## src/design/pcbd_pkg.sv

```systemverilog
// Types, codes and constants for the prefix-compressed block decoder.
// Depends on nothing; every module of the block but pcbd_ram imports it.
package pcbd_pkg;

    // Default capacity of the key store in bytes.
    localparam int DEF_MAX_KEY_BYTES = 32;

    // Varint framing: bit 7 of a byte says that another byte follows.
    localparam int VARINT_CONT_BIT = 7;
    // Index of the fifth varint byte, the last one a varint may have.
    localparam logic [2:0] LAST_VARINT_IDX = 3'd4;

    // Result kinds.
    localparam logic [1:0] KIND_HEADER = 2'd0;
    localparam logic [1:0] KIND_KEY    = 2'd1;
    localparam logic [1:0] KIND_VALUE  = 2'd2;
    localparam logic [1:0] KIND_ERROR  = 2'd3;

    // Error codes.
    localparam logic [2:0] ERR_NONE        = 3'd0;
    localparam logic [2:0] ERR_SHARED      = 3'd1;
    localparam logic [2:0] ERR_KEY_LONG    = 3'd2;
    localparam logic [2:0] ERR_LONG_VARINT = 3'd3;
    localparam logic [2:0] ERR_TRUNCATED   = 3'd4;

    typedef struct packed {
        logic [7:0] in_byte;
        logic       region_end;
    } t_in_item;

    typedef struct packed {
        logic [1:0]  kind;
        logic [7:0]  data_byte;
        logic [5:0]  key_length;
        logic [31:0] value_len;
        logic [2:0]  error_code;
        logic        entry_end;
        logic        last;
    } t_out_item;

    // Position inside one entry.
    typedef enum logic [2:0] {
        PH_SHARED,
        PH_NONSHARED,
        PH_VALLEN,
        PH_KEY,
        PH_VALUE
    } t_phase;

    // Controller states.
    typedef enum logic [1:0] {
        ST_IDLE,
        ST_EXEC,
        ST_REPLAY,
        ST_TRUNC
    } t_ctrl_state;

    // Commands from the controller to the datapath.
    typedef struct packed {
        logic latch;          // capture the input item
        logic exec;           // apply the byte's decode step
        logic replay_active;  // controller is replaying the shared prefix
        logic replay_push;    // push one prefix byte
        logic trunc_push;     // push the truncation error
        logic finish;         // item done; clear state if it ended the region
    } t_dp_cmd;

    // Status from the datapath to the controller.
    typedef struct packed {
        logic has_result;     // the decode step yields a result
        logic replay;         // the decode step starts a prefix replay
        logic trunc_now;      // truncation error follows the decode step
        logic trunc_pend;     // registered truncation flag for after replay
        logic replay_last;    // the current prefix byte is the final one
        logic slot_free;      // output register can take a result
    } t_dp_status;

endpackage

```

## src/design/pcbd_ram.sv

```systemverilog
// Generic single-write, single-read RAM with registered read data.
// Depends on nothing.
module pcbd_ram #(
    parameter int WIDTH = 8,
    parameter int DEPTH = 32,
    localparam int ADDR_W = (DEPTH > 1) ? $clog2(DEPTH) : 1
) (
    input  logic              i_clk,
    input  logic              i_wr_en,
    input  logic [ADDR_W-1:0] i_wr_addr,
    input  logic [WIDTH-1:0]  i_wr_data,
    input  logic [ADDR_W-1:0] i_rd_addr,
    output logic [WIDTH-1:0]  o_rd_data
);

    logic [WIDTH-1:0] r_mem [DEPTH];
    logic [WIDTH-1:0] r_rd_data;

    always_ff @(posedge i_clk) begin
        if (i_wr_en) begin
            r_mem[i_wr_addr] <= i_wr_data;
        end
        r_rd_data <= r_mem[i_rd_addr];
    end

    assign o_rd_data = r_rd_data;

endmodule

```

## src/design/pcbd_ctrl.sv

```systemverilog
// Controller state machine: sequences accept, decode, prefix replay and
// the truncation error. Depends on pcbd_pkg.
module pcbd_ctrl
    import pcbd_pkg::*;
(
    input  logic       i_clk,
    input  logic       i_rst_n,
    input  logic       i_in_valid,
    output logic       o_in_stall,
    input  t_dp_status i_status,
    output t_dp_cmd    o_cmd
);

    t_ctrl_state r_state;
    t_ctrl_state n_state;

    always_ff @(posedge i_clk) begin
        if (!i_rst_n) begin
            r_state <= ST_IDLE;
        end else begin
            r_state <= n_state;
        end
    end

    always_comb begin
        n_state    = r_state;
        o_cmd      = '0;
        o_in_stall = 1'b1;
        unique case (r_state)
            ST_IDLE: begin
                o_in_stall = 1'b0;
                if (i_in_valid) begin
                    o_cmd.latch = 1'b1;
                    n_state     = ST_EXEC;
                end
            end
            ST_EXEC: begin
                if (!i_status.has_result || i_status.slot_free) begin
                    o_cmd.exec = 1'b1;
                    if (i_status.replay) begin
                        n_state = ST_REPLAY;
                    end else if (i_status.trunc_now) begin
                        n_state = ST_TRUNC;
                    end else begin
                        o_cmd.finish = 1'b1;
                        n_state      = ST_IDLE;
                    end
                end
            end
            ST_REPLAY: begin
                o_cmd.replay_active = 1'b1;
                if (i_status.slot_free) begin
                    o_cmd.replay_push = 1'b1;
                    if (i_status.replay_last) begin
                        if (i_status.trunc_pend) begin
                            n_state = ST_TRUNC;
                        end else begin
                            o_cmd.finish = 1'b1;
                            n_state      = ST_IDLE;
                        end
                    end
                end
            end
            ST_TRUNC: begin
                if (i_status.slot_free) begin
                    o_cmd.trunc_push = 1'b1;
                    o_cmd.finish     = 1'b1;
                    n_state          = ST_IDLE;
                end
            end
        endcase
    end

endmodule

```

## src/design/pcbd_datapath.sv

```systemverilog
// Datapath: varint decode, entry bookkeeping, key store and output register.
// Depends on pcbd_pkg and pcbd_ram.
module pcbd_datapath
    import pcbd_pkg::*;
#(
    parameter int MAX_KEY_BYTES = DEF_MAX_KEY_BYTES
) (
    input  logic       i_clk,
    input  logic       i_rst_n,
    input  t_in_item   i_in_item,
    input  t_dp_cmd    i_cmd,
    output t_dp_status o_status,
    output logic       o_out_valid,
    input  logic       i_out_stall,
    output t_out_item  o_out_item
);

    localparam int ADDR_W = (MAX_KEY_BYTES > 1) ? $clog2(MAX_KEY_BYTES) : 1;
    localparam logic [6:0] MAX_KEY = 7'(MAX_KEY_BYTES);

    // Captured input item.
    logic [7:0]  r_byte;
    logic        r_re;

    // Decode state.
    t_phase      r_phase, n_phase;
    logic [31:0] r_acc, n_acc;
    logic [2:0]  r_cnt, n_cnt;
    logic [5:0]  r_shared, n_shared;
    logic [5:0]  r_keyleft, n_keyleft;
    logic [31:0] r_valleft, n_valleft;
    logic [31:0] r_vlen, n_vlen;
    logic [5:0]  r_stored, n_stored;
    logic        r_err, n_err;
    logic        r_trunc;
    logic [5:0]  r_idx;

    // Output register.
    logic        r_out_valid;
    t_out_item   r_out;

    // Decode step signals.
    t_out_item   x_res;
    logic        x_has_res;
    logic        x_replay;
    logic        x_trunc;
    logic        x_wr_en;
    logic [5:0]  x_pos;
    logic [31:0] x_part;
    logic [31:0] x_acc;
    logic [6:0]  x_sum;
    logic        x_done;
    logic [5:0]  x_klen;
    logic [5:0]  x_kl;
    logic [31:0] x_vl;

    logic [ADDR_W-1:0] rd_addr;
    logic [5:0]        idx_inc;
    logic [7:0]        rd_data;
    t_out_item         rep_res;
    t_out_item         trunc_res;
    t_out_item         push_res;
    logic              push;
    logic              slot_free;

    // The payload bits of a varint byte land at the byte's position; a fifth byte gives only its low four bits.
    always_comb begin
        unique case (r_cnt)
            3'd0:    x_part = {25'd0, r_byte[6:0]};
            3'd1:    x_part = {18'd0, r_byte[6:0], 7'd0};
            3'd2:    x_part = {11'd0, r_byte[6:0], 14'd0};
            3'd3:    x_part = {4'd0, r_byte[6:0], 21'd0};
            3'd4:    x_part = {r_byte[3:0], 28'd0};
            default: x_part = '0;
        endcase
    end

    always_comb begin
        n_phase   = r_phase;
        n_acc     = r_acc;
        n_cnt     = r_cnt;
        n_shared  = r_shared;
        n_keyleft = r_keyleft;
        n_valleft = r_valleft;
        n_vlen    = r_vlen;
        n_stored  = r_stored;
        n_err     = r_err;
        x_res     = '0;
        x_has_res = 1'b0;
        x_replay  = 1'b0;
        x_wr_en   = 1'b0;
        x_acc     = r_acc | x_part;
        x_sum     = {1'b0, r_shared} + {1'b0, x_acc[5:0]};
        x_done    = (r_keyleft == 6'd0) && (x_acc == 32'd0);
        x_klen    = r_shared + r_keyleft;
        x_pos     = r_stored - r_keyleft;
        x_kl      = r_keyleft - 6'd1;
        x_vl      = r_valleft - 32'd1;
        if (!r_err) begin
            unique case (r_phase)
                PH_SHARED, PH_NONSHARED, PH_VALLEN: begin
                    if (r_byte[VARINT_CONT_BIT]) begin
                        n_acc = x_acc;
                        n_cnt = r_cnt + 3'd1;
                        if (r_cnt == LAST_VARINT_IDX) begin
                            n_err            = 1'b1;
                            x_has_res        = 1'b1;
                            x_res.kind       = KIND_ERROR;
                            x_res.error_code = ERR_LONG_VARINT;
                        end
                    end else begin
                        n_acc = '0;
                        n_cnt = '0;
                        if (r_phase == PH_SHARED) begin
                            if ((|x_acc[31:6]) || (x_acc[5:0] > r_stored)) begin
                                n_err            = 1'b1;
                                x_has_res        = 1'b1;
                                x_res.kind       = KIND_ERROR;
                                x_res.error_code = ERR_SHARED;
                            end else begin
                                n_shared = x_acc[5:0];
                                n_phase  = PH_NONSHARED;
                            end
                        end else if (r_phase == PH_NONSHARED) begin
                            if ((|x_acc[31:6]) || (x_sum > MAX_KEY)) begin
                                n_err            = 1'b1;
                                x_has_res        = 1'b1;
                                x_res.kind       = KIND_ERROR;
                                x_res.error_code = ERR_KEY_LONG;
                            end else begin
                                n_keyleft = x_acc[5:0];
                                n_phase   = PH_VALLEN;
                            end
                        end else begin
                            // Value length closes the header.
                            n_valleft          = x_acc;
                            n_vlen             = x_acc;
                            n_stored           = x_klen;
                            x_has_res          = 1'b1;
                            x_res.kind         = KIND_HEADER;
                            x_res.key_length   = x_klen;
                            x_res.value_len    = x_acc;
                            x_res.entry_end    = x_done && (r_shared == 6'd0);
                            x_replay           = (r_shared != 6'd0);
                            if (x_done) begin
                                n_phase = PH_SHARED;
                            end else if (r_keyleft != 6'd0) begin
                                n_phase = PH_KEY;
                            end else begin
                                n_phase = PH_VALUE;
                            end
                        end
                    end
                end
                PH_KEY: begin
                    x_wr_en            = 1'b1;
                    n_keyleft          = x_kl;
                    x_has_res          = 1'b1;
                    x_res.kind         = KIND_KEY;
                    x_res.data_byte    = r_byte;
                    x_res.key_length   = r_stored;
                    x_res.value_len    = r_vlen;
                    x_res.entry_end    = (x_kl == 6'd0) && (r_vlen == 32'd0);
                    if (x_kl == 6'd0) begin
                        n_phase = (r_vlen != 32'd0) ? PH_VALUE : PH_SHARED;
                    end
                end
                PH_VALUE: begin
                    n_valleft          = x_vl;
                    x_has_res          = 1'b1;
                    x_res.kind         = KIND_VALUE;
                    x_res.data_byte    = r_byte;
                    x_res.key_length   = r_stored;
                    x_res.value_len    = r_vlen;
                    x_res.entry_end    = (x_vl == 32'd0);
                    if (x_vl == 32'd0) begin
                        n_phase = PH_SHARED;
                    end
                end
                default: begin
                end
            endcase
        end
        // A region that ends inside an entry gets a truncation error.
        x_trunc    = r_re && !n_err && !((n_phase == PH_SHARED) && (n_cnt == 3'd0));
        x_res.last = !x_replay && !x_trunc;
    end

    // The key store is read one byte ahead during replay.
    assign idx_inc = r_idx + 6'd1;
    always_comb begin
        if (i_cmd.replay_push) begin
            rd_addr = idx_inc[ADDR_W-1:0];
        end else if (i_cmd.replay_active) begin
            rd_addr = r_idx[ADDR_W-1:0];
        end else begin
            rd_addr = '0;
        end
    end

    pcbd_ram #(
        .WIDTH(8),
        .DEPTH(MAX_KEY_BYTES)
    ) u_key_store (
        .i_clk    (i_clk),
        .i_wr_en  (x_wr_en && i_cmd.exec),
        .i_wr_addr(x_pos[ADDR_W-1:0]),
        .i_wr_data(r_byte),
        .i_rd_addr(rd_addr),
        .o_rd_data(rd_data)
    );

    always_comb begin
        rep_res              = '0;
        rep_res.kind         = KIND_KEY;
        rep_res.data_byte    = rd_data;
        rep_res.key_length   = r_stored;
        rep_res.value_len    = r_vlen;
        rep_res.entry_end    = (idx_inc == r_shared) && (r_keyleft == 6'd0)
                               && (r_valleft == 32'd0);
        rep_res.last         = (idx_inc == r_shared) && !r_trunc;
    end

    always_comb begin
        trunc_res            = '0;
        trunc_res.kind       = KIND_ERROR;
        trunc_res.error_code = ERR_TRUNCATED;
        trunc_res.last       = 1'b1;
    end

    assign slot_free = !r_out_valid || !i_out_stall;
    assign push = (i_cmd.exec && x_has_res) || i_cmd.replay_push || i_cmd.trunc_push;

    always_comb begin
        if (i_cmd.exec) begin
            push_res = x_res;
        end else if (i_cmd.replay_push) begin
            push_res = rep_res;
        end else begin
            push_res = trunc_res;
        end
    end

    always_ff @(posedge i_clk) begin
        if (i_cmd.latch) begin
            r_byte <= i_in_item.in_byte;
        end
        if (push) begin
            r_out <= push_res;
        end
    end

    always_ff @(posedge i_clk) begin
        if (!i_rst_n) begin
            r_re        <= 1'b0;
            r_phase     <= PH_SHARED;
            r_acc       <= '0;
            r_cnt       <= '0;
            r_shared    <= '0;
            r_keyleft   <= '0;
            r_valleft   <= '0;
            r_vlen      <= '0;
            r_stored    <= '0;
            r_err       <= 1'b0;
            r_trunc     <= 1'b0;
            r_idx       <= '0;
            r_out_valid <= 1'b0;
        end else begin
            if (i_cmd.latch) begin
                r_re <= i_in_item.region_end;
            end
            // The end of a region clears the decode state, even on the decode step.
            if (i_cmd.finish && r_re) begin
                r_phase   <= PH_SHARED;
                r_acc     <= '0;
                r_cnt     <= '0;
                r_shared  <= '0;
                r_keyleft <= '0;
                r_valleft <= '0;
                r_vlen    <= '0;
                r_stored  <= '0;
                r_err     <= 1'b0;
            end else if (i_cmd.exec) begin
                r_phase   <= n_phase;
                r_acc     <= n_acc;
                r_cnt     <= n_cnt;
                r_shared  <= n_shared;
                r_keyleft <= n_keyleft;
                r_valleft <= n_valleft;
                r_vlen    <= n_vlen;
                r_stored  <= n_stored;
                r_err     <= n_err;
            end
            if (i_cmd.exec) begin
                r_trunc <= x_trunc;
                r_idx   <= '0;
            end else if (i_cmd.replay_push) begin
                r_idx <= idx_inc;
            end
            if (push) begin
                r_out_valid <= 1'b1;
            end else if (!i_out_stall) begin
                r_out_valid <= 1'b0;
            end
        end
    end

    always_comb begin
        o_status.has_result  = x_has_res;
        o_status.replay      = x_replay;
        o_status.trunc_now   = x_trunc;
        o_status.trunc_pend  = r_trunc;
        o_status.replay_last = (idx_inc == r_shared);
        o_status.slot_free   = slot_free;
    end

    assign o_out_valid = r_out_valid;
    assign o_out_item  = r_out;

endmodule

```

## src/design/prefix_compressed_block_decoder.sv

```systemverilog
// An accepted byte is captured, then decoded in the EXEC state, which writes its first
// result into the output register. No new byte is taken until the last one is done; a
// header byte of an entry that reuses S prefix bytes also replays them, one per cycle from
// the single key store read port, then any truncation error; a full output stalls each push.
// Reset (synchronous, active low) clears all control state; the key store keeps its
// contents and is only read where the current stored key was written.
module prefix_compressed_block_decoder
    import pcbd_pkg::*;
#(
    parameter int MAX_KEY_BYTES = DEF_MAX_KEY_BYTES
) (
    input  logic      i_clk,
    input  logic      i_rst_n,
    input  logic      i_in_valid,
    output logic      o_in_stall,
    input  t_in_item  i_in_item,
    output logic      o_out_valid,
    input  logic      i_out_stall,
    output t_out_item o_out_item
);

    // The controller takes one byte at a time. Each byte is first captured,
    // then decoded in one step that may emit a header, key, value or error
    // item. A header whose entry shares a prefix with the previous key is
    // followed by the shared bytes, replayed from the key store one per cycle
    // while the output is free. A byte that ends the region inside an unfinished
    // entry adds a truncation error; after such a byte all decode state is cleared.
    //
    // The output register sits between the decoder and the consumer, so a new
    // byte is taken while an earlier item still waits to be picked up.

    t_dp_cmd    cmd;
    t_dp_status status;

    pcbd_ctrl u_ctrl (
        .i_clk     (i_clk),
        .i_rst_n   (i_rst_n),
        .i_in_valid(i_in_valid),
        .o_in_stall(o_in_stall),
        .i_status  (status),
        .o_cmd     (cmd)
    );

    pcbd_datapath #(
        .MAX_KEY_BYTES(MAX_KEY_BYTES)
    ) u_datapath (
        .i_clk      (i_clk),
        .i_rst_n    (i_rst_n),
        .i_in_item  (i_in_item),
        .i_cmd      (cmd),
        .o_status   (status),
        .o_out_valid(o_out_valid),
        .i_out_stall(i_out_stall),
        .o_out_item (o_out_item)
    );

endmodule

```

## config.mk

```make
export PLATFORM = sky130hd
export DESIGN_NAME = prefix_compressed_block_decoder
export DESIGN_NICKNAME = d
export VERILOG_FILES = /design/src/design/pcbd_pkg.sv /design/src/design/pcbd_ram.sv /design/src/design/pcbd_ctrl.sv /design/src/design/pcbd_datapath.sv /design/src/design/prefix_compressed_block_decoder.sv
export SDC_FILE = /design/constraint.sdc
export NUM_CORES = 1
export LEC_CHECK = 0
export ABC_AREA = 1
export BUFFER_PORTS_ARGS = -buffer_cell sky130_fd_sc_hd__buf_2
export CELL_PAD_IN_SITES_DETAIL_PLACEMENT = 2
export CELL_PAD_IN_SITES_GLOBAL_PLACEMENT = 2
export CORE_MARGIN = 2
export CORE_UTILIZATION = 36
export CTS_CLUSTER_SIZE = 20
export DETAILED_ROUTE_END_ITERATION = 6
export MAX_ROUTING_LAYER = met4
export PLACE_DENSITY_LB_ADDON = 0.1
export SYNTH_ARGS = -nofsm -noshare
export SYNTH_HDL_FRONTEND = slang
export SYNTH_SLANG_ARGS = --single-unit
```

## constraint.sdc

```tcl
create_clock -name i_clk -period 6.7 [get_ports i_clk]
set_input_delay 0.67 -clock i_clk [delete_from_list [all_inputs] [get_ports i_clk]]
set_output_delay 0.67 -clock i_clk [all_outputs]
set_load 0.005 [all_outputs]
```

==> results.py <==
metrics = {
    "logic_synthesis": {
        "synth-edff-count": 317,
        "synth_cells": 2405,
        "synthDistinctLibCells": 46,
        "postSynth.asyncResetShare": 0,
        "syn_area_per_cell_um2": 8.994,
        "yosysMostFrequentCell": "nor2_1",
        "synth_common_cells": "468 x nor2_1, 394 x nand2_1, 317 x edfxtp_1",
        "yosysTopAreaCellShare": 0.4401,
        "yosys-top-cells-area": "edfxtp_1 44%, dfxtp_1 13%, nor2_1 8.1%",
        "yosysWarnings": 0,
        "yosysTopAreaCell": "edfxtp_1",
        "seq_area_frac_synth": 0.5697,
        "synthFlopType": "edfxtp_1",
        "netlist_area_um2": 21630,
        "yosys_register_bits": 457,
        "syn-num-nets": 2453,
    },
    "timing": {
        "tightest_slew_ns": 1.010,
        "fin_crit_sh": 0.8854,
        "setup_viol_count_final": 0,
        "worst_slack_ns": 0.7679,
        "fin_setup_tns_ns": 0,
        "post-route-min-period_ns": 5.932,
        "max_freq_mhz": 168.6,
        "finalHoldWorstSlack_ns": 0.2285,
        "hold_viol": 0,
        "finalClockSkew_ns": 0.01358,
        "rsz0062_at_grt": "false",
        "slew_violations": 0,
        "relSlewSlack": 0.3270,
    },
    "clock_network": {
        "cts_resized": 0,
        "cts.path.max_buffers": 3,
        "cts_root_buf": "clkbuf_16",
        "clk-insertion-delay-late_ns": 0.62,
        "post_cts_buffers": 0,
        "clkTransAtPathRegs_ns": 0.06,
        "clock_sinks": 457,
        "cts-hold-fix-buffers": 0,
        "h-tree-depth": 2,
        "cts_buffers": 53,
        "cts_tree": "yes",
    },
    "drt": {
        "drtAntennaViolNets": 0,
        "first_pass_iters": 4,
        "wl_per_cell_um": 24.83,
        "drt-initial-drc-count": 884,
        "route.detailed.drc": 0,
        "via_per_inst": 5.474,
        "wirelength_mm": 81.04,
        "via_count": 17863,
    },
    "global_route": {
        "grt_overflow": 0,
        "grt_pass1_vias": 19632,
        "grt_max_degree": 81,
        "grt_pass1_wl_mm": 122.9,
        "grt.total_usage": 0.2678,
        "antenna_found_initial": 1,
    },
    "critical_path": {
        "critPathLaunch": "u_datapath.r_cnt[0]$_SDFFE_PP0P_",
        "cp.arrival_ns": 6.18,
        "critical_path_class": "reg2reg",
        "r2r_start": "u_datapath.r_cnt[0]$_SDFFE_PP0P_",
        "cp_max_fo": 14,
        "rrSetupSlack_ns": 0.77,
        "cp-end-kind": "register",
        "crit_required_ns": 6.94,
        "start_kind": "register",
    },
    "finish": {
        "drive_gt1_frac": 0.08795,
        "area_delta_synth_final_pct": 13.56,
        "seq_area_um2": 12320,
        "fin_nets": 2496,
        "n_antenna_cell": 0,
        "fillers": 6486,
        "design_area_um2": 24560,
        "multi_input_area_um2": 7950,
    },
    "floorplanning": {
        "die_w_um": 249.1,
        "rows": 89,
        "core_area_um2": 59240,
        "initial_core_util": 0.3651,
        "ioPinCount": 68,
        "dieArea_um2": 62060,
        "dieHeight_um": 249.1,
    },
    "min_path": {
        "hold_path.class": "in2reg",
        "hold_start": "i_in_item[5]",
    },
    "placement": {
        "gp_congestion": 0.8559,
        "post-place-ws_ns": 0.8694,
        "hpwl_mm": 55.53,
        "place_area_um2": 22720,
        "numPortBuffers": 67,
    },
    "job": {
        "drv_cap": 0,
    },
    "power": {
        "p_leak_nw": 9.037,
        "pwr_density_cell_nw_per_um2": 366.5,
        "vdd_drop_max_mv": 0.1814,
    },
    "status": {
        "status": "completed",
    },
}
==> stage by stage <==
step	util	total power, mW	cells
floorplan	-	4.884	2405
CTS	0.4146	9.109	3263
finish	0.4146	9.001	3263
global route	0.4146	9.412	3263
detailed placement	0.3836	5.963	3166
global placement	0.3836	5.896	3166
==> cells in the final DEF (no fill, tap or decap), drive strengths merged, types with 3 or more instances in the layout <==
| cell | instances |
|---|---|
| nand3b | 3 |
| xnor2 | 9 |
| nand2 | 399 |
| buf | 106 |
| dfxtp | 140 |
| nor4 | 13 |
| clkbuf | 63 |
| xor2 | 17 |
| a31oi | 10 |
| bufinv | 10 |
| o21ai | 255 |
| o211ai | 32 |
| a21oi | 90 |
| fa | 3 |
| inv | 229 |
| or2 | 5 |
| edfxtp | 317 |
| clkinv | 21 |
| a32o | 8 |
| o31ai | 8 |
| nand3 | 71 |
| nand4 | 24 |
| o22ai | 65 |
| a22oi | 35 |
| ha | 32 |
| o221ai | 32 |
| nor3 | 7 |
| nor2 | 473 |
==> where the power goes <==
group,internal [mW],switching (mW)
combinational,0.568,1.82
clock,1.87,1.24
sequential,3.38,0.123
total,5.82,3.18
==> sequential cells by signal, summed over array words and instances, names as in the netlist <==
register                          flops
u_datapath.r_err                      1
u_datapath.r_byte                     8
u_datapath.o_out_valid                1
u_datapath.r_phase                    3
u_datapath.r_acc                     32
u_ctrl.r_state                        2
u_datapath.r_stored                   6
u_datapath.o_out_item                53
u_datapath.r_shared                   6
u_datapath.r_cnt                      3
u_datapath.u_key_store.r_mem        256
u_datapath.r_keyleft                  6
u_datapath.r_re                       1
u_datapath.r_vlen                    32
u_datapath.u_key_store.o_rd_data      8
u_datapath.r_trunc                    1
u_datapath.r_idx                      6
u_datapath.r_valleft                 32
==> critical path: stages, from the launching register on <==
cell and delay, ns:
dfxtp_1 0.36, inv_1 0.11, ha_1 0.31, nand2_1 0.20, o21ai_1 0.59, ha_1 0.32, fa_1 0.43, or2_2 0.30
nor2_1 0.11, nand3_1 0.09, a21oi_1 0.23, nand4_1 0.12, nand3_1 0.12, nand2_1 0.10, nand3_2 0.11, nand2_4 0.16
nor2_8 0.14, inv_2 0.05, nor2_2 0.26, nand3_1 0.61, nor2_1 0.83
==> cells by family after synthesis <==
family          share of synthesized area
buf+inv                           0.06560
compound gates                     0.1472
fa+ha+maj                         0.02129
simple gates                       0.1857
xor+xnor                          0.01053
flops                              0.5697
==> metal layers <==
layer | track usage | part of all wire | up-vias
met5 | - | 0 | -
met2 | 0.4703 | 0.50 | 332
met1 | 0.3210 | 0.43 | 9063
met4 | 0.08985 | 0.033 | 0
met3 | 0.02863 | 0.034 | 140
li1 | - | - | 8328
==> area by class of cell <==
cell class / instances / area share
repair buffers: 106 / 0.02557
well taps: 773 / 0.03938
clock inverters: 34 / 0.01808
inverters: 228 / 0.03489
flip-flops and latches: 457 / 0.5017
clock buffers: 63 / 0.05675
multi-input cells: 1602 / 0.3237
==> final timing paths <==
| path | to | depth (start not counted) |
|---|---|---|
| setup reg to reg | u_datapath.u_key_store.r_mem[6][1]$_DFFE_PP_ | 20 |
| hold / removal | u_datapath.r_byte[4]$_DFFE_PP_ | 1 |
| hold reg to reg | u_datapath.r_idx[5]$_SDFFE_PP0P_ | 2 |
| setup / recovery | u_datapath.u_key_store.r_mem[6][1]$_DFFE_PP_ | 20 |
(Power assumes the default switching activity.)
